File: src/hw/rtl/tct_pkg.sv
package tct_pkg;

  localparam int LOC_W  = 11;
  localparam int CELL_W = 16;
  localparam int IDX_W  = 11;

  localparam logic [7:0] CHAR_NEWLINE   = 8'h0A;
  localparam logic [7:0] CHAR_BACKSPACE = 8'h08;
  localparam logic [7:0] CHAR_SPACE     = 8'h20;
  localparam logic [7:0] ATTR_RESET     = 8'h0F;

  localparam logic [1:0] ADDR_TEXT_ATTRIBUTE = 2'd0;

  typedef enum logic [1:0] {
    CMD_PUT,
    CMD_MOVE,
    CMD_CLEAR,
    CMD_READ
  } tct_cmd_t;

  typedef enum logic [1:0] {
    ST_IDLE,
    ST_COPY,
    ST_FILL,
    ST_READ
  } tct_state_t;

  typedef struct packed {
    tct_cmd_t          command;
    logic [7:0]        char_code;
    logic signed [7:0] move_step;
    logic              move_horizontal;
    logic [IDX_W-1:0]  cell_index;
  } tct_request_t;

  typedef struct packed {
    logic [LOC_W-1:0]  cursor_location;
    logic [CELL_W-1:0] cell_value;
  } tct_result_t;

endpackage

File: src/hw/rtl/tct_seq.sv
module tct_seq #(
  parameter int SCREEN_ROWS = 25,
  parameter int SCREEN_COLS = 80,
  localparam int ADDR_W = $clog2(SCREEN_ROWS * SCREEN_COLS)
) (
  input  logic                      clk,
  input  logic                      rst,
  input  logic                      start,
  input  tct_pkg::tct_request_t     request,
  input  logic [7:0]                text_attribute,
  output logic                      busy,
  output logic                      done,
  output tct_pkg::tct_result_t      result,
  output logic                      mem_we,
  output logic [ADDR_W-1:0]         mem_waddr,
  output logic [tct_pkg::CELL_W-1:0] mem_wdata,
  output logic [ADDR_W-1:0]         mem_raddr,
  input  logic [tct_pkg::CELL_W-1:0] mem_rdata
);

  import tct_pkg::*;

  localparam int CELL_TOTAL = SCREEN_ROWS * SCREEN_COLS;
  localparam int COL_W  = $clog2(SCREEN_COLS);
  localparam int ROW_W  = $clog2(SCREEN_ROWS);
  localparam int CR_W   = (COL_W > ROW_W) ? COL_W : ROW_W;
  localparam int MAG_W  = (CR_W > 8) ? CR_W : 8;
  localparam int SUM_W  = MAG_W + 2;
  localparam int LFULL_W = (ADDR_W > LOC_W) ? ADDR_W : LOC_W;
  localparam int IEXT_W = ((ADDR_W > IDX_W) ? ADDR_W : IDX_W) + 1;

  localparam logic [ADDR_W-1:0] LAST_CELL  = ADDR_W'(CELL_TOTAL - 1);
  localparam logic [ADDR_W-1:0] LAST_ROW0  = ADDR_W'((SCREEN_ROWS - 1) * SCREEN_COLS);
  localparam logic [ADDR_W-1:0] ROW_STRIDE = ADDR_W'(SCREEN_COLS);
  localparam logic [ADDR_W-1:0] ADDR_ONE   = ADDR_W'(1);
  localparam logic signed [SUM_W-1:0] COL_MAX_S = SUM_W'(SCREEN_COLS - 1);
  localparam logic signed [SUM_W-1:0] ROWS_S    = SUM_W'(SCREEN_ROWS);
  localparam logic signed [SUM_W-1:0] ROW_MAX_S = SUM_W'(SCREEN_ROWS - 1);
  localparam logic signed [SUM_W-1:0] ONE_S     = SUM_W'(1);

  tct_state_t state, state_next;

  logic [COL_W-1:0]  cur_col, col_next;
  logic [ROW_W-1:0]  cur_row, row_next;
  logic [ADDR_W-1:0] src, src_next;
  logic [ADDR_W-1:0] gap, gap_next;
  logic [ADDR_W-1:0] fill_addr, fill_addr_next;
  logic              pend, pend_next;
  logic [ADDR_W-1:0] pend_addr, pend_addr_next;
  logic              read_ok, read_ok_next;
  logic              emit;
  logic [CELL_W-1:0] cell_next;

  logic [ADDR_W-1:0]        pos;
  logic [CELL_W-1:0]        blank;
  logic signed [SUM_W-1:0]  col_s, row_s, step_s;
  logic signed [SUM_W-1:0]  fix_c, fix_r, c1, r1;
  logic                     scroll;
  logic [COL_W-1:0]         fix_col;
  logic [ROW_W-1:0]         fix_row;
  logic [IEXT_W-1:0]        idx_ext;
  logic                     idx_in_range;
  logic [LFULL_W-1:0]       loc_full;

  assign blank   = {text_attribute, CHAR_SPACE};
  assign pos     = ADDR_W'(ADDR_W'(cur_row) * ROW_STRIDE + ADDR_W'(cur_col));
  assign col_s   = {{(SUM_W - COL_W){1'b0}}, cur_col};
  assign row_s   = {{(SUM_W - ROW_W){1'b0}}, cur_row};
  assign step_s  = {{(SUM_W - 8){request.move_step[7]}}, request.move_step};
  assign idx_ext = {{(IEXT_W - IDX_W){1'b0}}, request.cell_index};
  assign idx_in_range = idx_ext < IEXT_W'(CELL_TOTAL);
  assign busy    = (state != ST_IDLE);

  // Proposed cursor for each command, before wrap and clamp.
  always_comb begin
    fix_c = col_s;
    fix_r = row_s;
    case (request.command)
      CMD_PUT: begin
        if (request.char_code == CHAR_NEWLINE) begin
          fix_c = '0;
          fix_r = row_s + ONE_S;
        end else if (request.char_code == CHAR_BACKSPACE) begin
          fix_c = col_s - ONE_S;
        end else begin
          fix_c = col_s + ONE_S;
        end
      end
      CMD_MOVE: begin
        if (request.move_horizontal) begin
          fix_c = col_s + step_s;
        end else begin
          fix_r = row_s + step_s;
        end
      end
      CMD_CLEAR: begin
        fix_c = '0;
        fix_r = '0;
      end
      default: begin
        fix_c = col_s;
        fix_r = row_s;
      end
    endcase
  end

  // Wrap and clamp; a row past the bottom pins to the last row and asks for a scroll.
  always_comb begin
    c1 = fix_c;
    r1 = fix_r;
    if (c1 < 0) begin
      if (r1 > 0) begin
        c1 = COL_MAX_S;
        r1 = r1 - ONE_S;
      end else begin
        c1 = '0;
      end
    end
    if (r1 < 0) begin
      r1 = '0;
    end
    if (c1 > COL_MAX_S) begin
      c1 = '0;
      r1 = r1 + ONE_S;
    end
    scroll = (r1 >= ROWS_S);
    if (scroll) begin
      r1 = ROW_MAX_S;
    end
    fix_col = c1[COL_W-1:0];
    fix_row = r1[ROW_W-1:0];
  end

  always_comb begin
    state_next     = state;
    col_next       = cur_col;
    row_next       = cur_row;
    src_next       = src;
    gap_next       = gap;
    fill_addr_next = fill_addr;
    pend_next      = 1'b0;
    pend_addr_next = pend_addr;
    read_ok_next   = read_ok;
    emit           = 1'b0;
    cell_next      = '0;
    mem_we         = 1'b0;
    mem_waddr      = pend_addr;
    mem_wdata      = mem_rdata;
    mem_raddr      = src;

    // A copied cell is written in the cycle after its read; this write wins the port.
    if (pend) begin
      mem_we    = 1'b1;
      mem_waddr = pend_addr;
      mem_wdata = mem_rdata;
    end

    case (state)
      ST_IDLE: begin
        if (start) begin
          case (request.command)
            CMD_PUT: begin
              col_next = fix_col;
              row_next = fix_row;
              if (request.char_code == CHAR_BACKSPACE) begin
                if (pos != '0) begin
                  mem_we    = 1'b1;
                  mem_waddr = pos - ADDR_ONE;
                  mem_wdata = blank;
                end
                fill_addr_next = LAST_CELL;
                if (pos == LAST_CELL) begin
                  state_next = ST_FILL;
                end else begin
                  src_next   = pos + ADDR_ONE;
                  gap_next   = ADDR_ONE;
                  state_next = ST_COPY;
                end
              end else begin
                if (request.char_code != CHAR_NEWLINE) begin
                  mem_we    = 1'b1;
                  mem_waddr = pos;
                  mem_wdata = {text_attribute, request.char_code};
                end
                if (scroll) begin
                  src_next       = ROW_STRIDE;
                  gap_next       = ROW_STRIDE;
                  fill_addr_next = LAST_ROW0;
                  state_next     = ST_COPY;
                end else begin
                  emit = 1'b1;
                end
              end
            end
            CMD_MOVE: begin
              col_next = fix_col;
              row_next = fix_row;
              if (scroll) begin
                src_next       = ROW_STRIDE;
                gap_next       = ROW_STRIDE;
                fill_addr_next = LAST_ROW0;
                state_next     = ST_COPY;
              end else begin
                emit = 1'b1;
              end
            end
            CMD_CLEAR: begin
              col_next       = '0;
              row_next       = '0;
              fill_addr_next = '0;
              state_next     = ST_FILL;
            end
            default: begin
              mem_raddr    = idx_ext[ADDR_W-1:0];
              read_ok_next = idx_in_range;
              state_next   = ST_READ;
            end
          endcase
        end
      end
      ST_COPY: begin
        // Reads run ahead of writes, so a cell is never read after being overwritten.
        mem_raddr      = src;
        pend_next      = 1'b1;
        pend_addr_next = src - gap;
        if (src == LAST_CELL) begin
          state_next = ST_FILL;
        end else begin
          src_next = src + ADDR_ONE;
        end
      end
      ST_FILL: begin
        if (!pend) begin
          mem_we    = 1'b1;
          mem_waddr = fill_addr;
          mem_wdata = blank;
          if (fill_addr == LAST_CELL) begin
            emit       = 1'b1;
            state_next = ST_IDLE;
          end else begin
            fill_addr_next = fill_addr + ADDR_ONE;
          end
        end
      end
      ST_READ: begin
        emit       = 1'b1;
        cell_next  = read_ok ? mem_rdata : '0;
        state_next = ST_IDLE;
      end
      default: begin
        state_next = ST_IDLE;
      end
    endcase
  end

  assign loc_full = LFULL_W'(row_next) * LFULL_W'(SCREEN_COLS) + LFULL_W'(col_next);

  always_ff @(posedge clk) begin
    if (rst) begin
      state   <= ST_IDLE;
      cur_col <= '0;
      cur_row <= '0;
      pend    <= 1'b0;
      done    <= 1'b0;
    end else begin
      state   <= state_next;
      cur_col <= col_next;
      cur_row <= row_next;
      pend    <= pend_next;
      done    <= emit;
    end
  end

  always_ff @(posedge clk) begin
    src       <= src_next;
    gap       <= gap_next;
    fill_addr <= fill_addr_next;
    pend_addr <= pend_addr_next;
    read_ok   <= read_ok_next;
    if (emit) begin
      result.cursor_location <= loc_full[LOC_W-1:0];
      result.cell_value      <= cell_next;
    end
  end

endmodule

File: config.mk
export PLATFORM = sky130hd
export DESIGN_NAME = tct_seq
export DESIGN_NICKNAME = d
export VERILOG_FILES = /design/src/hw/rtl/tct_pkg.sv /design/src/hw/rtl/tct_seq.sv
export SDC_FILE = /design/constraint.sdc
export NUM_CORES = 1
export LEC_CHECK = 0
export BUFFER_PORTS_ARGS = -buffer_cell sky130_fd_sc_hd__clkbuf_2
export CORE_MARGIN = 1
export CORE_UTILIZATION = 59
export CTS_BUF_LIST = sky130_fd_sc_hd__clkbuf_16
export CTS_CLUSTER_DIAMETER = 80
export DETAILED_ROUTE_END_ITERATION = 8
export GPL_ROUTABILITY_DRIVEN = 0
export PLACE_DENSITY = 0.82
export SLEW_MARGIN = 20
export SYNTH_ARGS = -nofsm -noshare
export SYNTH_HDL_FRONTEND = slang
export SYNTH_SLANG_ARGS = --single-unit
File: constraint.sdc
create_clock -name clk -period 12.38 [get_ports clk]
set_input_delay 3.714 -clock clk [delete_from_list [all_inputs] [get_ports clk]]
set_output_delay 3.714 -clock clk [all_outputs]
set_load 0.01 [all_outputs]
==> impl_metrics.csv, run 1 <==
group,metric,value,unit
drt,first_pass_iters,6,
worst_hold_path,holdCritStartpoint,"gap[5]$_DFFE_PP_",
synth,synth_area_per_cell,8.54,sq um
clock_tree,cts.clk_slew.worst_paths,0.07,ns
synth,yosys.area.top_type,"edfxtp_1",
synth,ys.flop_type,"edfxtp_1",
drt,drc,0,
clock_tree,post_cts_buffers,0,
clock_tree,cts_tree,"built",
floorplan,die_w,121,microns
sta,rsz0062_at_grt,"no",
synth,netlist_area,0.00829,sq mm
synth,synth_area_leaders,"edfxtp_1, ha_1, nand2_1, dfxtp_1, o21ai_0",
synth,ys_types,91,
sta,fmax,89.1,MHz
drt,drt-total-wl,24000,microns
clock_tree,cts_buffers,9,
sta,post-route-min-period,11.22,ns
global_route,grt_antenna_before_repair,1,
pwr,powerDensity,99.9,mW/mm^2
global_route,grt_pass1_wl,38300,microns
drt,viasPerCell,6.57,
floorplan,dieArea,0.0145,sq mm
critical_path,reg2reg_from,"cur_row[0]$_SDFF_PP0_",
sta,tns,0,ns
sta,hold_slack,0.589,ns
run,drv_cap,0,
critical_path,critPathKind,"in -> reg",
synth,async_flop_share,0,%
worst_hold_path,hold_class,"reg -> reg",
sta,finalHoldViolCount,0,
floorplan,core,0.0135,sq mm
sta,tightest_slew,1.15,ns
pwr,p_total,0.000927,W
drt,drt_iter0_markers,797,
finish,n_fill_cell,1099,
finish,instances_no_fill,1247,
global_route,grt_max_degree,28,
outcome,status,"finished, final reports clean",
floorplan,ios,125,
clock_tree,cts_root_buffer,"clkbuf_16",
critical_path,crit_path_start_kind,"input pin",
clock_tree,clkLatencyLatePin,0.36,ns
placement,dp.cells,1231,
clock_tree,hold_buffers,0,
synth,ys.warnings.count,0,
finish,diodes,0,
synth,synth_top_area_share,26.1,%
sta,setup-violations-final,0,
sta,fin_crit_sh,90.6,%
sta,slew_violations,0,
finish,drive_gt1_share,17.8,%
floorplan,die_h,121,microns
critical_path,arrival,11.32,ns
placement,numPortBuffers,124,
pwr,peakVddDrop,0.0609,mV
sta,slew_headroom,23.1,%
floorplan,rows,42,
clock_tree,cts.repair.resized,0,
pwr,leakage,4.11,nW
placement,dp_hpwl,18000,microns
critical_path,cp_data_required_time,12.48,ns
synth,ys_seq_area_share,30.0,%
floorplan,start_util,61.6,%
synth,synth_most_common_cell,"nand2_1",
global_route,grt_overflow,0,
global_route,grt_usage,33.9,%
synth,synth_commonest_cells,"nand2_1, nor2_1, edfxtp_1, o21ai_0, ha_1",
clock_tree,clock_sinks,88,
drt,vias,8197,
drt,wl_per_cell,19.3,microns
sta,skew,0.0109,ns
drt,ant_nets,0,
critical_path,crit_path_start,"request[20]",
synth,synth_edf_count,72,
clock_tree,clockBufferDepth,2,
synth,syn_inst,970,
critical_path,rrSetupSlack,4.26,ns
synth,syn_nets,1087,
finish,fin_nets,1183,
finish,areaGrowthSynthToFinish,12.0,%
critical_path,end_kind,"flip-flop",
clock_tree,htree_levels,3,
critical_path,worstPathMaxFanout,25,
synth,postSynthRegisterBits,88,
global_route,grt_pass1_vias,7494,
## cells in the final DEF, fill, tap and decap left out, drive strengths merged, types with 18 or more instances in the layout
| cell | netlist | routed |
|---|---|---|
| nand3 | 37 | 37 |
| clkbuf | 37 | 133 |
| o21ai | 65 | 65 |
| nor3 | 26 | 26 |
| inv | 45 | 47 |
| and2 | 21 | 21 |
| and3 | 20 | 20 |
| a21o | 30 | 30 |
| xnor2 | 28 | 28 |
| nand2 | 89 | 89 |
| a21oi | 55 | 55 |
| a22o | 19 | 19 |
| mux2 | 18 | 18 |
| ha | 53 | 53 |
| edfxtp | 72 | 72 |
| nor2 | 76 | 76 |
| xor2 | 23 | 23 |
## per-stage QoR
step / util, % / instance area [sq um] / setup WS, ns
final: 69.0 / 9280 / 1.16
after global routing: 69.0 / 9280 / 0.564
after CTS: 69.0 / 9280 / 1.32
after detailed placement: 66.8 / 8980 / 0.928
after global placement: 66.7 / 8980 / 1.14
after floorplan: - / 8290 / 2.28
## critical path: stages
cell,delay (ns)
clkbuf_2,0.12
or4b_1,0.78
o21ai_2,0.38
o21ai_0,0.17
a31oi_1,0.39
ha_1,0.22
inv_1,0.05
nor3_1,0.30
nand4_1,0.25
o211ai_1,0.27
mux2_2,0.37
nor2_1,0.13
ha_1,0.22
o2111ai_1,0.19
o31ai_1,0.33
a21oi_2,0.13
a211oi_4,0.94
nand3b_1,0.19
nand2_1,0.20
ha_1,0.26
ha_1,0.23
fa_1,0.54
nand3_1,0.16
a21o_1,0.19
a32o_1,0.20
a21oi_1,0.12
o21ai_0,0.11
xor2_1,0.15
## power breakdown
part           leakage (nW)  switching (W)  internal [W]
Combinational          3.14       0.000153      0.000109
Clock                 0.143       0.000125      0.000156
Sequential            0.826      0.0000307      0.000353
Total                  4.11       0.000308      0.000618
## path summary, 6_finish.rpt
path	endpoint	cells past startpoint
setup / recovery	result[26]$_DFFE_PP_	28
hold / removal	gap[5]$_DFFE_PP_	1
setup reg to reg	result[26]$_DFFE_PP_	29
hold reg to reg	gap[5]$_DFFE_PP_	1
## layout make-up
type / instances / area, sq um / area share, %
Sequential cell: 88 / 2480 / 26.8
Tap cell: 176 / 220 / 2.37
Multi-Input combinational cell: 792 / 5450 / 58.8
Clock buffer: 9 / 225 / 2.43
Clock inverter: 7 / 71.3 / 0.769
Timing Repair Buffer: 128 / 651 / 7.01
Inverter: 47 / 176 / 1.90
## sequential cells by signal, summed over array words and instances, names as in the netlist
| name | count |
|---|---|
| gap | 11 |
| read_ok | 1 |
| src | 11 |
| pend_addr | 11 |
| state | 2 |
| pend | 1 |
| cur_col | 7 |
| cur_row | 5 |
| result | 27 |
| fill_addr | 11 |
| done | 1 |
## logic make-up (layout without fill, tap and decap cells)
kind of cell / count (synthesis) / after routing / share of synthesized area, %
xor gates and xnor gates: 51 / 51 / 5.39
DFF: 88 / 88 / 30.0
AOI/OAI and AO/OA: 293 / 293 / 24.6
muxes: 24 / 24 / 3.17
and+or+nand+nor: 364 / 364 / 22.9
adders and majority gates: 60 / 60 / 9.69
buffers and inverters: 90 / 191 / 4.32
## metal layers
metal  global-route usage, %  part of all wire [%]
met1                    45.8                    41
met2                    53.5                    45
met3                    6.79                    11
met4                    12.6                   2.6
met5                       0                     0
No activity file was read; power rests on OpenSTA's default activity.
==> run 2: changes to the inputs <==
CORE_MARGIN = 5   (was 1)
==> impl_metrics.csv, run 2 (same netlist as run 1, synthesis figures left out) <==
group,metric,value,unit
pwr,leakage,4.12,nW
finish,fin_util,67.1,%
finish,drive_gt1_share,17.9,%
floorplan,ios,125,
finish,largest_reg_flops,27,
finish,layout_common_cells,"clkbuf_2, nand2_1, nor2_1, edfxtp_1, o21ai_0",
critical_path,end_kind,"flip-flop",
drt,wl_per_cell,19.5,microns
clock_tree,htree_levels,3,
sta,slew_headroom,27.4,%
critical_path,crit_path_start_kind,"input pin",
critical_path,worstPathMaxFanout,25,
critical_path,critPathKind,"in -> reg",
floorplan,die_h,129,microns
critical_path,cp_data_required_time,12.48,ns
global_route,grt_usage,29.3,%
global_route,grt_max_degree,28,
clock_tree,cts_buffers,9,
critical_path,critPathMostFrequentCell,"ha_1",
outcome,status,"finished, final reports clean",
finish,fin_area,0.00927,sq mm
critical_path,arrival,11.04,ns
sta,skew,0.00885,ns
global_route,grt_overflow,0,
finish,areaGrowthSynthToFinish,11.9,%
drt,drt_iter0_markers,852,
finish,fin_nets,1185,
clock_tree,cts_tree,"built",
sta,rsz0062_at_grt,"no",
placement,place_area,0.00900,sq mm
clock_tree,clockBufferDepth,2,
pwr,powerDensity,97.8,mW/mm^2
floorplan,start_util,59.9,%
sta,setup-violations-final,0,
clock_tree,cts.clk_slew.worst_paths,0.07,ns
drt,first_pass_iters,6,
critical_path,cp_slowest_stage_delay,0.78,ns
run,drv_cap,0,
sta,slew_violations,0,
drt,ant_nets,0,
drt,viasPerCell,6.49,
sta,fin_crit_sh,88.4,%
critical_path,slowest_stage,"or4b_1",
global_route,grt_pass1_vias,7368,
clock_tree,post_cts_buffers,0,
sta,hold_slack,0.575,ns
worst_hold_path,hold_class,"reg -> reg",
drt,drc,0,
drt,drt-total-wl,24400,microns
clock_tree,cts.repair.resized,0,
critical_path,crit_family,"simple AND/OR/NAND/NOR gates",
finish,regMostFlops,"result",
finish,layout_commonest_cell,"clkbuf_2",
clock_tree,cts_root_buffer,"clkbuf_16",
finish,diodes,0,
sta,finalHoldViolCount,0,
placement,numPortBuffers,124,
floorplan,die_w,129,microns
sta,post-route-min-period,10.94,ns
pwr,p_total,0.000907,W
floorplan,core,0.0138,sq mm
placement,dp_hpwl,18500,microns
pwr,peakVddDrop,0.0580,mV
sta,tightest_slew,1.09,ns
critical_path,worst-path-buf-inv,3,
clock_tree,clkLatencyLatePin,0.35,ns
drt,vias,8132,
sta,fmax,91.4,MHz
floorplan,dieArea,0.0165,sq mm
floorplan,rows,43,
sta,tns,0,ns
global_route,grt_pass1_wl,38800,microns
clock_tree,hold_buffers,0,
clock_tree,clock_sinks,88,
global_route,grt_antenna_before_repair,0,
run 2: cell type report:
type	count	area, sq um
multi-input combinational	792	5450
fill	1154	4550
sequential	88	2480
timing repair buffer	130	666
clock buffer	9	225
tap	180	225
inverter	47	176
clock inverter	7	47.5
run 2: worst paths after layout:
path / start / endpoint / slack, ns / cells past startpoint
worst max-delay path: request[20] / result[26]$_DFFE_PP_ / 1.44 / 29
worst min register to register: gap[0]$_DFFE_PP_ / gap[0]$_DFFE_PP_ / 0.58 / 2
worst max register to register: cur_row[0]$_SDFF_PP0_ / result[26]$_DFFE_PP_ / 4.59 / 30
worst min-delay path: gap[0]$_DFFE_PP_ / gap[0]$_DFFE_PP_ / 0.58 / 2
run 2: per-layer routing:
layer,track usage [%],vias to the layer above,wire [microns]
li1,-,3849,-
met1,40.6,3756,10200
met2,47.2,472,11000
met3,5.31,55,2600
met4,8.46,0,623
met5,0,-,0
run 2: stage by stage:
step | setup WS (ns) | cells
final | 1.44 | 1253
after global routing | 1.04 | 1253
after detailed placement | 1.23 | 1237
after CTS | 1.56 | 1253
after global placement | 1.52 | 1237
after floorplan | 2.28 | 970
run 2: report_power, final:
part,switching (W),total [W],internal (W),leakage [nW]
Clock,0.000124,0.000260,0.000136,0.137
Sequential,0.0000305,0.000384,0.000353,0.826
Combinational,0.000154,0.000263,0.000109,3.15
run 2: worst min-delay path, delay by kind of cell (launching register included):
| family | cells | cell delay, ns |
|---|---|---|
| DFF | 1 | 0.36 |
| and+or+nand+nor | 2 | 0.12 |
